[src/rtl/kap_pkg.sv]
// ----------------------------------------------------------------------------
// kap_pkg
// Types, codes and constants shared by the keypad alarm panel modules.
// ----------------------------------------------------------------------------
package kap_pkg;

  localparam int MAX_PIN_DIGITS_DEF   = 8;
  localparam int TICKS_PER_SECOND_DEF = 1000;

  localparam int DELAY_W   = 16;
  localparam int SWEEP_W   = 12;
  localparam int STEP_W    = 8;
  localparam int TONE_W    = 13;
  localparam int SECS_W    = 7;
  localparam int DIGITS_W  = 4;
  localparam int CFG_IDX_W = 3;
  localparam int CFG_DATA_W = 16;

  localparam logic [TONE_W-1:0] TONE_RESET = 13'd500;
  localparam logic [SECS_W-1:0] SECS_MAX   = 7'd127;
  localparam int DEFAULT_PIN_LEN = 4;

  typedef enum logic [2:0] {
    MODE_DISARMED = 3'd0,
    MODE_MENU     = 3'd1,
    MODE_EXIT     = 3'd2,
    MODE_ARMED    = 3'd3,
    MODE_ENTRY    = 3'd4,
    MODE_ALARM    = 3'd5,
    MODE_OLDPIN   = 3'd6,
    MODE_NEWPIN   = 3'd7
  } mode_t;

  localparam logic [1:0] ACT_TICK   = 2'd0;
  localparam logic [1:0] ACT_KEY    = 2'd1;
  localparam logic [1:0] ACT_MOTION = 2'd2;
  localparam logic [1:0] ACT_SIREN  = 2'd3;

  localparam logic [3:0] KEY_DIGIT_MAX = 4'd9;
  localparam logic [3:0] KEY_A    = 4'd10;
  localparam logic [3:0] KEY_B    = 4'd11;
  localparam logic [3:0] KEY_D    = 4'd13;
  localparam logic [3:0] KEY_STAR = 4'd14;
  localparam logic [3:0] KEY_HASH = 4'd15;

  localparam logic [2:0] EV_NONE      = 3'd0;
  localparam logic [2:0] EV_ACCEPTED  = 3'd1;
  localparam logic [2:0] EV_WRONG     = 3'd2;
  localparam logic [2:0] EV_CHANGED   = 3'd3;
  localparam logic [2:0] EV_OLD_WRONG = 3'd4;

  localparam logic [CFG_IDX_W-1:0] CFG_EXIT_DELAY  = 3'd0;
  localparam logic [CFG_IDX_W-1:0] CFG_ENTRY_DELAY = 3'd1;
  localparam logic [CFG_IDX_W-1:0] CFG_SWEEP_LOW   = 3'd2;
  localparam logic [CFG_IDX_W-1:0] CFG_SWEEP_HIGH  = 3'd3;
  localparam logic [CFG_IDX_W-1:0] CFG_SWEEP_STEP  = 3'd4;

  localparam logic [DELAY_W-1:0] EXIT_DELAY_RESET  = 16'd10000;
  localparam logic [DELAY_W-1:0] ENTRY_DELAY_RESET = 16'd30000;
  localparam logic [SWEEP_W-1:0] SWEEP_LOW_RESET   = 12'd500;
  localparam logic [SWEEP_W-1:0] SWEEP_HIGH_RESET  = 12'd1500;
  localparam logic [STEP_W-1:0]  SWEEP_STEP_RESET  = 8'd10;

  typedef struct packed {
    logic [DELAY_W-1:0] exit_delay_ms;
    logic [DELAY_W-1:0] entry_delay_ms;
    logic [SWEEP_W-1:0] sweep_low;
    logic [SWEEP_W-1:0] sweep_high;
    logic [STEP_W-1:0]  sweep_step;
  } cfg_t;

  typedef struct packed {
    logic [1:0] action;
    logic [3:0] key_code;
  } evt_t;

  typedef struct packed {
    logic [2:0]          mode;
    logic                siren_on;
    logic [TONE_W-1:0]   siren_freq;
    logic                led_on;
    logic [SECS_W-1:0]   seconds_left;
    logic [DIGITS_W-1:0] digits_entered;
    logic [2:0]          event_res;
  } res_t;

  // state-update result, still carrying the raw remaining delay in ticks
  typedef struct packed {
    logic [2:0]          mode;
    logic                siren_on;
    logic [TONE_W-1:0]   siren_freq;
    logic                led_on;
    logic [DELAY_W-1:0]  remaining;
    logic [DIGITS_W-1:0] digits_entered;
    logic [2:0]          event_res;
  } stage_t;

  function automatic logic [3:0] default_pin_digit(input int idx);
    default_pin_digit = (idx < DEFAULT_PIN_LEN) ? 4'(idx + 1) : 4'd0;
  endfunction

endpackage

[src/rtl/kap_chan_if.sv]
// ----------------------------------------------------------------------------
// kap_chan_if
// Valid/ready channel carrying one word of a given payload type.
// ----------------------------------------------------------------------------
interface kap_chan_if #(
  parameter type data_t = logic
) ();
  logic  valid;
  logic  ready;
  data_t data;

  modport source (output valid, output data, input ready);
  modport sink   (input valid, input data, output ready);
endinterface

[src/rtl/kap_core.sv]
// ----------------------------------------------------------------------------
// kap_core
// Panel state registers and the combinational update for one event word.
// ----------------------------------------------------------------------------
module kap_core #(
  parameter int MAX_PIN_DIGITS = kap_pkg::MAX_PIN_DIGITS_DEF
) (
  input  logic            clk,
  input  logic            rst,
  input  logic            fire,
  input  kap_pkg::evt_t   evt,
  input  kap_pkg::cfg_t   cfg,
  output kap_pkg::stage_t stage_q
);
  import kap_pkg::*;

  localparam int LEN_W = ($clog2(MAX_PIN_DIGITS + 1) > DIGITS_W) ? DIGITS_W + 1 : DIGITS_W;
  typedef logic [LEN_W-1:0] len_t;
  localparam len_t CAP         = len_t'(MAX_PIN_DIGITS);
  localparam len_t DEFAULT_LEN = len_t'(DEFAULT_PIN_LEN);

  mode_t              mode, mode_next;
  logic [DELAY_W-1:0] elapsed, elapsed_next;
  logic [3:0]         stored [MAX_PIN_DIGITS];
  logic [3:0]         stored_next [MAX_PIN_DIGITS];
  len_t               stored_len, stored_len_next;
  logic [3:0]         entry [MAX_PIN_DIGITS];
  logic [3:0]         entry_next [MAX_PIN_DIGITS];
  len_t               entry_len, entry_len_next;
  logic               entry_ovf, entry_ovf_next;
  logic [TONE_W-1:0]  tone, tone_next;
  logic               sweep_down, sweep_down_next;
  logic               lamp, lamp_next;
  logic [2:0]         ev;
  stage_t             stage_next;

  logic               match;
  logic [DELAY_W-1:0] elapsed_inc;
  logic [TONE_W-1:0]  step_ext, low_ext, high_ext, tone_dn, tone_mv;
  logic [TONE_W:0]    tone_up;
  logic [DELAY_W-1:0] lim;
  logic               is_digit;

  assign is_digit    = evt.key_code <= KEY_DIGIT_MAX;
  assign elapsed_inc = (elapsed == '1) ? elapsed : elapsed + 1'b1;

  assign step_ext = TONE_W'(cfg.sweep_step);
  assign low_ext  = TONE_W'(cfg.sweep_low);
  assign high_ext = TONE_W'(cfg.sweep_high);
  assign tone_dn  = (step_ext > tone) ? '0 : tone - step_ext;
  assign tone_up  = {1'b0, tone} + {1'b0, step_ext};
  assign tone_mv  = sweep_down ? tone_dn : (tone_up[TONE_W] ? '1 : tone_up[TONE_W-1:0]);

  always_comb begin
    match = !entry_ovf && (entry_len == stored_len);
    for (int i = 0; i < MAX_PIN_DIGITS; i++) begin
      if (len_t'(i) < entry_len && entry[i] != stored[i]) match = 1'b0;
    end
  end

  always_comb begin
    mode_next       = mode;
    elapsed_next    = elapsed;
    stored_next     = stored;
    stored_len_next = stored_len;
    entry_next      = entry;
    entry_len_next  = entry_len;
    entry_ovf_next  = entry_ovf;
    tone_next       = tone;
    sweep_down_next = sweep_down;
    lamp_next       = lamp;
    ev              = EV_NONE;

    if (mode == MODE_EXIT && elapsed >= cfg.exit_delay_ms) begin
      mode_next = MODE_ARMED;
    end else if (mode == MODE_ENTRY && elapsed >= cfg.entry_delay_ms) begin
      mode_next      = MODE_ALARM;
      entry_len_next = '0;
      entry_ovf_next = 1'b0;
    end else begin
      case (evt.action)
        ACT_TICK: begin
          if (mode == MODE_EXIT) begin
            elapsed_next = elapsed_inc;
            if (elapsed_inc >= cfg.exit_delay_ms) mode_next = MODE_ARMED;
          end else if (mode == MODE_ENTRY) begin
            elapsed_next = elapsed_inc;
            if (elapsed_inc >= cfg.entry_delay_ms) begin
              mode_next      = MODE_ALARM;
              entry_len_next = '0;
              entry_ovf_next = 1'b0;
            end
          end
        end
        ACT_KEY: begin
          // a digit key lands in the buffer in every PIN-taking mode, or sets overflow once it is full
          if (is_digit && (mode == MODE_ENTRY || mode == MODE_ALARM ||
                           mode == MODE_OLDPIN || mode == MODE_NEWPIN)) begin
            if (entry_len < CAP) begin
              for (int i = 0; i < MAX_PIN_DIGITS; i++) begin
                if (entry_len == len_t'(i)) entry_next[i] = evt.key_code;
              end
              entry_len_next = entry_len + 1'b1;
            end else begin
              entry_ovf_next = 1'b1;
            end
          end
          unique case (mode)
            MODE_DISARMED: begin
              if (evt.key_code == KEY_STAR) mode_next = MODE_MENU;
            end
            MODE_MENU: begin
              if (evt.key_code == KEY_A) begin
                mode_next    = MODE_EXIT;
                elapsed_next = '0;
              end else if (evt.key_code == KEY_B) begin
                mode_next      = MODE_OLDPIN;
                entry_len_next = '0;
                entry_ovf_next = 1'b0;
              end else if (evt.key_code == KEY_HASH) begin
                mode_next = MODE_DISARMED;
              end
            end
            MODE_ENTRY, MODE_ALARM: begin
              if (evt.key_code == KEY_HASH) begin
                if (match) begin
                  mode_next = MODE_DISARMED;
                  ev        = EV_ACCEPTED;
                end else begin
                  ev = EV_WRONG;
                end
                entry_len_next = '0;
                entry_ovf_next = 1'b0;
              end else if (evt.key_code == KEY_D) begin
                if (!entry_ovf && entry_len != '0) entry_len_next = entry_len - 1'b1;
              end
            end
            MODE_OLDPIN: begin
              if (evt.key_code == KEY_HASH) begin
                if (match) begin
                  mode_next = MODE_NEWPIN;
                end else begin
                  mode_next = MODE_DISARMED;
                  ev        = EV_OLD_WRONG;
                end
                entry_len_next = '0;
                entry_ovf_next = 1'b0;
              end else if (evt.key_code == KEY_D) begin
                mode_next      = MODE_DISARMED;
                entry_len_next = '0;
                entry_ovf_next = 1'b0;
              end
            end
            MODE_NEWPIN: begin
              if (evt.key_code == KEY_HASH || evt.key_code == KEY_D) begin
                if (evt.key_code == KEY_HASH && entry_len != '0 && !entry_ovf) begin
                  // zero the slots past the new length
                  for (int i = 0; i < MAX_PIN_DIGITS; i++) begin
                    stored_next[i] = (len_t'(i) < entry_len) ? entry[i] : 4'd0;
                  end
                  stored_len_next = entry_len;
                  ev              = EV_CHANGED;
                end
                mode_next      = MODE_DISARMED;
                entry_len_next = '0;
                entry_ovf_next = 1'b0;
              end
            end
            MODE_EXIT, MODE_ARMED: ;
          endcase
        end
        ACT_MOTION: begin
          if (mode == MODE_ARMED) begin
            mode_next      = MODE_ENTRY;
            elapsed_next   = '0;
            entry_len_next = '0;
            entry_ovf_next = 1'b0;
          end
        end
        default: begin
          if (mode == MODE_ALARM) begin
            tone_next = tone_mv;
            if (tone_mv > high_ext || tone_mv < low_ext) sweep_down_next = !sweep_down;
            lamp_next = !lamp;
          end
        end
      endcase
    end
  end

  always_comb begin
    lim = (mode_next == MODE_EXIT) ? cfg.exit_delay_ms : cfg.entry_delay_ms;
    stage_next.mode           = mode_next;
    stage_next.siren_on       = (mode_next == MODE_ALARM);
    stage_next.siren_freq     = tone_next;
    stage_next.led_on         = (mode_next == MODE_ALARM) && lamp_next;
    stage_next.digits_entered = entry_len_next[DIGITS_W-1:0];
    stage_next.event_res      = ev;
    if ((mode_next == MODE_EXIT || mode_next == MODE_ENTRY) && elapsed_next < lim) begin
      stage_next.remaining = lim - elapsed_next;
    end else begin
      stage_next.remaining = '0;
    end
  end

  always_ff @(posedge clk) begin
    if (rst) begin
      mode       <= MODE_DISARMED;
      elapsed    <= '0;
      stored_len <= DEFAULT_LEN;
      entry_len  <= '0;
      entry_ovf  <= 1'b0;
      tone       <= TONE_RESET;
      sweep_down <= 1'b0;
      lamp       <= 1'b0;
      for (int i = 0; i < MAX_PIN_DIGITS; i++) stored[i] <= default_pin_digit(i);
    end else if (fire) begin
      mode       <= mode_next;
      elapsed    <= elapsed_next;
      stored     <= stored_next;
      stored_len <= stored_len_next;
      entry_len  <= entry_len_next;
      entry_ovf  <= entry_ovf_next;
      tone       <= tone_next;
      sweep_down <= sweep_down_next;
      lamp       <= lamp_next;
    end
  end

  // buffer digits and the result word hold no reset
  always_ff @(posedge clk) begin
    if (fire) begin
      entry   <= entry_next;
      stage_q <= stage_next;
    end
  end

endmodule

[src/rtl/kap_secs.sv]
// ----------------------------------------------------------------------------
// kap_secs
// Result stage: remaining ticks to whole seconds by reciprocal multiply.
// ----------------------------------------------------------------------------
module kap_secs #(
  parameter int TICKS_PER_SECOND = kap_pkg::TICKS_PER_SECOND_DEF
) (
  input  logic            clk,
  input  logic            load,
  input  kap_pkg::stage_t stage,
  output kap_pkg::res_t   res_q
);
  import kap_pkg::*;

  // floor(n/d) = (n*m) >> (W+l) for n < 2^W, l = clog2(d), m = floor(2^(W+l)/d)+1
  localparam int RECIP_SHIFT = DELAY_W + $clog2(TICKS_PER_SECOND);
  localparam int MULT_W      = DELAY_W + 2;
  localparam int PROD_W      = DELAY_W + MULT_W;
  localparam longint unsigned RECIP_FULL = ((64'd1 << RECIP_SHIFT) / TICKS_PER_SECOND) + 64'd1;
  localparam logic [MULT_W-1:0] RECIP_MULT = MULT_W'(RECIP_FULL);

  logic [PROD_W-1:0]         prod;
  logic [DELAY_W-1:0]        quot;
  res_t                      res_next;

  assign prod = PROD_W'(stage.remaining) * PROD_W'(RECIP_MULT);
  assign quot = DELAY_W'(prod >> RECIP_SHIFT);

  always_comb begin
    res_next.mode           = stage.mode;
    res_next.siren_on       = stage.siren_on;
    res_next.siren_freq     = stage.siren_freq;
    res_next.led_on         = stage.led_on;
    res_next.digits_entered = stage.digits_entered;
    res_next.event_res      = stage.event_res;
    res_next.seconds_left   = (quot > DELAY_W'(SECS_MAX)) ? SECS_MAX : quot[SECS_W-1:0];
  end

  always_ff @(posedge clk) begin
    if (load) res_q <= res_next;
  end

endmodule

[src/rtl/keypad_alarm_panel_controller_unit.sv]
// ----------------------------------------------------------------------------
// keypad_alarm_panel_controller_unit
// Keypad alarm panel: mode machine, PIN entry and change, siren sweep.
// ----------------------------------------------------------------------------
// Takes one event word per clock while the first stage is free and returns
// one status word per event, in order. The first stage updates the panel
// state (mode, delay count, PIN buffer, tone) in one pass and registers it;
// the second turns the remaining delay into whole seconds with a reciprocal
// multiply and registers the status word. The state-update loop sets the
// rate at one word per cycle; events are taken whenever the first stage is
// empty or can move on, so a held status word stops events only once the
// first stage is full as well. No clearing pass follows reset. Configuration
// words are written on cfg_we and take effect at once.
module keypad_alarm_panel_controller_unit #(
  parameter int MAX_PIN_DIGITS   = kap_pkg::MAX_PIN_DIGITS_DEF,
  parameter int TICKS_PER_SECOND = kap_pkg::TICKS_PER_SECOND_DEF
) (
  input  logic                           clk,
  input  logic                           rst,
  kap_chan_if.sink                       events,
  kap_chan_if.source                     status,
  input  logic                           cfg_we,
  input  logic [kap_pkg::CFG_IDX_W-1:0]  cfg_index,
  input  logic [kap_pkg::CFG_DATA_W-1:0] cfg_data
);
  import kap_pkg::*;

  cfg_t   cfg;
  stage_t stage_q;
  res_t   res_q;
  logic   a_valid, b_valid;
  logic   a_free, b_free, fire, a_move;

  assign b_free = !b_valid || status.ready;
  assign a_free = !a_valid || b_free;
  assign fire   = events.valid && a_free;
  assign a_move = a_valid && b_free;

  assign events.ready = a_free;
  assign status.valid = b_valid;
  assign status.data  = res_q;

  always_ff @(posedge clk) begin
    if (rst) begin
      a_valid <= 1'b0;
      b_valid <= 1'b0;
    end else begin
      if (fire) a_valid <= 1'b1;
      else if (a_move) a_valid <= 1'b0;
      if (a_move) b_valid <= 1'b1;
      else if (status.ready) b_valid <= 1'b0;
    end
  end

  always_ff @(posedge clk) begin
    if (rst) begin
      cfg.exit_delay_ms  <= EXIT_DELAY_RESET;
      cfg.entry_delay_ms <= ENTRY_DELAY_RESET;
      cfg.sweep_low      <= SWEEP_LOW_RESET;
      cfg.sweep_high     <= SWEEP_HIGH_RESET;
      cfg.sweep_step     <= SWEEP_STEP_RESET;
    end else if (cfg_we) begin
      unique case (cfg_index)
        CFG_EXIT_DELAY:  cfg.exit_delay_ms  <= cfg_data[DELAY_W-1:0];
        CFG_ENTRY_DELAY: cfg.entry_delay_ms <= cfg_data[DELAY_W-1:0];
        CFG_SWEEP_LOW:   cfg.sweep_low      <= cfg_data[SWEEP_W-1:0];
        CFG_SWEEP_HIGH:  cfg.sweep_high     <= cfg_data[SWEEP_W-1:0];
        CFG_SWEEP_STEP:  cfg.sweep_step     <= cfg_data[STEP_W-1:0];
        default: ;
      endcase
    end
  end

  kap_core #(
    .MAX_PIN_DIGITS (MAX_PIN_DIGITS)
  ) u_core (
    .clk     (clk),
    .rst     (rst),
    .fire    (fire),
    .evt     (events.data),
    .cfg     (cfg),
    .stage_q (stage_q)
  );

  kap_secs #(
    .TICKS_PER_SECOND (TICKS_PER_SECOND)
  ) u_secs (
    .clk   (clk),
    .load  (a_move),
    .stage (stage_q),
    .res_q (res_q)
  );

endmodule

[src/flat_wrapper.sv]
// flat-port wrapper written by rule: the top's interface ports become plain ports
module keypad_alarm_panel_controller_unit_flat import kap_pkg::*;
#(
  parameter int MAX_PIN_DIGITS   = kap_pkg::MAX_PIN_DIGITS_DEF,
  parameter int TICKS_PER_SECOND = kap_pkg::TICKS_PER_SECOND_DEF
)
  (clk, rst, cfg_we, cfg_index, cfg_data, events_valid, events_data, events_ready, status_valid, status_data, status_ready);
  kap_chan_if #(.data_t(evt_t)) events_i ();
  kap_chan_if #(.data_t(res_t)) status_i ();
  input  logic clk;
  input  logic rst;
  input  logic cfg_we;
  input  logic [kap_pkg::CFG_IDX_W-1:0] cfg_index;
  input  logic [kap_pkg::CFG_DATA_W-1:0] cfg_data;
  input wire logic [$bits(events_i.valid)-1:0] events_valid;
  input wire logic [$bits(events_i.data)-1:0] events_data;
  output wire logic [$bits(events_i.ready)-1:0] events_ready;
  output wire logic [$bits(status_i.valid)-1:0] status_valid;
  output wire logic [$bits(status_i.data)-1:0] status_data;
  input wire logic [$bits(status_i.ready)-1:0] status_ready;
  assign events_i.valid = events_valid;
  assign events_i.data = events_data;
  assign events_ready = events_i.ready;
  assign status_valid = status_i.valid;
  assign status_data = status_i.data;
  assign status_i.ready = status_ready;
  keypad_alarm_panel_controller_unit #(.MAX_PIN_DIGITS(MAX_PIN_DIGITS), .TICKS_PER_SECOND(TICKS_PER_SECOND)) u_core (.clk(clk), .rst(rst), .events(events_i), .status(status_i), .cfg_we(cfg_we), .cfg_index(cfg_index), .cfg_data(cfg_data));
endmodule
[config.mk]
export PLATFORM = sky130hd
export DESIGN_NAME = keypad_alarm_panel_controller_unit_flat
export DESIGN_NICKNAME = d
export VERILOG_FILES = /design/src/rtl/kap_pkg.sv /design/src/rtl/kap_chan_if.sv /design/src/rtl/kap_core.sv /design/src/rtl/kap_secs.sv /design/src/rtl/keypad_alarm_panel_controller_unit.sv /design/src/flat_wrapper.sv
export SDC_FILE = /design/constraint.sdc
export NUM_CORES = 1
export LEC_CHECK = 0
export BUFFER_PORTS_ARGS = -buffer_cell sky130_fd_sc_hd__buf_4
export CORE_ASPECT_RATIO = 0.75
export CORE_MARGIN = 3
export CORE_UTILIZATION = 55
export DETAILED_ROUTE_END_ITERATION = 10
export MAX_ROUTING_LAYER = met4
export PLACE_DENSITY = 0.8
export SETUP_SLACK_MARGIN = 0.1
export SYNTH_ARGS = -nofsm -noshare
export SYNTH_HDL_FRONTEND = slang
export SYNTH_SLANG_ARGS = --single-unit
[constraint.sdc]
create_clock -name clk -period 8.9 [get_ports clk]
set_input_delay 1.78 -clock clk [delete_from_list [all_inputs] [get_ports clk]]
set_output_delay 1.78 -clock clk [all_outputs]
set_load 0.03 [all_outputs]
==> results by group <==
Die
  • Num ports: 64
  • Die footprint: around 35000 µm²
  • Row count: 56
  • Die W: about 210 µm
  • Die H: 162 µm
  • CORE AREA: 31600 µm²
  • Starting Density: 56.4%

Critical path
  • CP startpoint kind: register
  • Reg-to-reg slack, setup: 1.40 ns
  • FF-to-FF End: u_core.u_core.stage_q[16]
  • WP data required: 9.29 ns
  • Crit path capture type: register
  • Worst Path Buf+Inv: 1
  • Crit path DAT: about 7.9 ns
  • Worst-path maximum fanout: 16
  • Top cell family by delay on the critical path: compound AO/OA/AOI/OAI gates
  • CP Capture Point: u_core.u_core.stage_q[16]
  • Kind of critical path: register to register
  • Worst stage delay on the critical path: 0.53 ns
  • Worst R2R Path Depth: 26
  • Slowest-stage cell, CP: a2111oi_2
  • Worst r2r src: u_core.u_core.elapsed[1]
  • WP depth: 26
  • Worst setup path start: u_core.u_core.elapsed[1]

Yosys
  • Flops & latches, synth: 246
  • Syn avg cell area: 9.35 µm²
  • Seq/Total Area, Yosys: 33.5%
  • Post-synthesis compound-gate area fraction: 18.2%
  • Adder-Cell Fraction of Synth Area: 22.6%
  • Synth area leader: ha_1
  • Synthesized instance count: 1906
  • Synth Flop Type: dfxtp_1
  • Post-synthesis simple-gate area fraction: between 10% and 20%
  • Yosys cell types: 87
  • Synth cell count leaders: ha_1 (255), nand2_1 (185), inv_1 (177)
  • Yosys top cell area share: 17.9%
  • Post-synthesis cell area: 17800 µm²
  • Synthesis Warnings: 0
  • Post-Synth XOR/XNOR Area: 3.59%
  • FFs w/ async S/R, synth: 0%
  • Largest family of logic cells by synthesized area: adder cells
  • Mapped Nets: 2233
  • Mux cell area share after synthesis: 2.48%
  • Most numerous cell in the Yosys netlist: ha_1
  • Dominant cells by area after synthesis: ha_1 (18%), edfxtp_1 (18%), dfxtp_1 (16%)
  • EDFF count, synth: approximately 110

Worst hold path
  • Worst Hold Launch: u_core.u_core.stage_q[35]
  • Worst Hold Class: register to register
  • Hold Crit Depth: 0

Power
  • Logic pwr share: 25.0%
  • Net Switching: 986 µW
  • Internal power: 2200 µW
  • Flop pwr share: 39.0%
  • Worst vdd ir: 0.142 mV
  • Clock share of power: 36.0%
  • Leak pwr: between 0.008 and 0.009 µW
  • Power Density: 163 nW/µm²
  • Switching Share: 31.0%

Timing
  • RSZ-0062 raised after global routing: no
  • Final setup fails: 0
  • Final Hold Viols: 0
  • Hold WS: 0.417 ns
  • Relative slew slack: 6.13%
  • Part of the cycle the worst path needs: 84.3%
  • Min Clock Period, post-route: 7.50 ns
  • Worst-Margin Slew: roughly 1.4 ns
  • FMAX: 133 MHz
  • Setup_tns: 0 ns
  • Max-slew violations: 0
  • Clk_skew: about 0.019 ns

Layout
  • Area Overhead vs Synth: 9.38%
  • Layout cell share with drive strength beyond 1: 8.21%
  • Post-Route Utilization: 61.7%
  • Nets: around 2300
  • Ant. Diodes: 0
  • Area of the multi-input gates: 10900 µm²
  • Fillers: roughly 2600
  • Seq. cell area: ~6000 µm²

Detailed routing
  • Drt via density: ~6.2
  • DRT antenna net count: 0
  • Routed WL: ~47000 µm
  • DRT iter0 DRCs: 1431
  • DRC viols: 0
  • Via count: 14700
  • Post-DR wirelength/cell: 19.7 µm
  • Drt pass-1 iters: 6

Global route
  • Total gr overflow: 0
  • Global-route wire length before repair: 74700 µm
  • Largest net degree at the start of global routing: 62
  • GR Util All Layers: 27.8%
  • Vias in the first global route: about 14000
  • Initial antenna violation count: 0

Clock network
  • CTS Buf Count: 27
  • CTS Sinks: 246
  • # resized after CTS: 0
  • Htree depth: 1
  • Cts hold-fix bufs: 0
  • Clock Tree Root: clkbuf_16
  • Clock slew at reported path FFs: roughly 0.070 ns
  • TritonCTS clock tree: done
  • Post-CTS setup buffer count: 0
  • Max Root-Sink Buffers: 3
  • Clock latency on the worst-skew pair: 0.57 ns

Placement
  • # port buffers: between 60 and 70
  • Hpwl dp: around 35000 µm
  • GP Congestion: 1.01

Status
  • Status: finished clean

Job
  • Max-cap check violation count: 0
==> cell usage in the layout, fill, tap and decap left out, drive strengths merged, types with 8 or more instances in the layout <==
cell,instances
ha,255
nand2,185
inv,179
a21oi,145
dfxtp,141
edfxtp,105
o21ai,88
nor2,79
buf,75
xor2,46
nand4,43
fa,42
nand3,42
o211ai,40
a21o,38
clkbuf,33
nor3,30
a211oi,29
xnor2,27
mux2i,25
o21a,18
nand2b,17
and2,16
nor4,16
and3,15
mux2,15
a31oi,15
nor2b,14
a22oi,13
o41ai,11
clkinv,11
o22ai,10
a311oi,9
or2,9
a2111oi,9
or3,8
==> state kept, by name (all words and copies together), names as in the netlist, 3 cells and up <==
name	flops
u_core.u_core.stored_len	4
u_core.u_core.mode	3
u_core.u_secs.res_q	32
u_core.u_core.entry_len	4
u_core.cfg	64
u_core.u_core.elapsed	16
u_core.u_core.stored	32
u_core.u_core.entry	32
u_core.u_core.tone	13
u_core.u_core.stage_q	41
==> cells by family after synthesis <==
family                   count (synthesis)
AND/OR/NAND/NOR                        500
AO/OA/AOI/OAI                          490
adder cells (fa/ha/maj)                297
buffers and inverters                  259
flip-flops                             246
XOR/XNOR                                73
multiplexers                            41
==> cell type report <==
class,count,share of cell area (%)
clock buffer,33,3.63
clock inverter,17,0.943
tap,435,2.79
inverter,178,3.43
timing repair buffer,75,2.89
multi-input combinational,1401,55.7
sequential,246,30.6
==> stage by stage <==
| step | worst slack (ns) | cell area (µm²) | total power (µW) | cells |
|---|---|---|---|---|
| floorplan | 2.55 | 17800 | 1830 | 1906 |
| global placement | 1.85 | 18600 | 2020 | 2335 |
| detailed placement | 1.61 | 18600 | 2050 | 2335 |
| CTS | 1.59 | 19500 | 3200 | 2385 |
| global route | 0.863 | 19500 | 3370 | 2385 |
| finish | 1.40 | 19500 | 3180 | 2385 |
==> per-layer routing <==
| metal | up-vias | track usage, % | wire length (µm) |
|---|---|---|---|
| met4 | 0 | 4.26 | 659 |
| met1 | 7062 | 40.3 | 21600 |
| met2 | 577 | 39.8 | 20000 |
| met5 | - | - | 0 |
| met3 | 64 | 7.38 | 4790 |
| li1 | 6979 | - | - |
==> power groups by stage <==
stage / logic (µW) / clock network [µW] / registers [µW]
floorplan: 564 / 0 / 1270
global placement: 757 / 0 / 1260
detailed placement: 785 / 0 / 1270
CTS: 801 / 1160 / 1240
global route: 916 / 1210 / 1240
finish: 798 / 1150 / 1240
==> worst min-delay path by stage <==
stage / end / slack [ns]
2_1_floorplan: u_core.u_secs.res_q[0] / 0.40
3_3_place_gp: u_core.u_secs.res_q[28] / 0.40
4_1_cts: u_core.u_secs.res_q[26] / 0.42
6_report: u_core.u_secs.res_q[26] / 0.42
3_5_place_dp: u_core.u_secs.res_q[26] / 0.41
5_1_grt: u_core.u_secs.res_q[24] / 0.42
(Power assumes the default switching activity.)
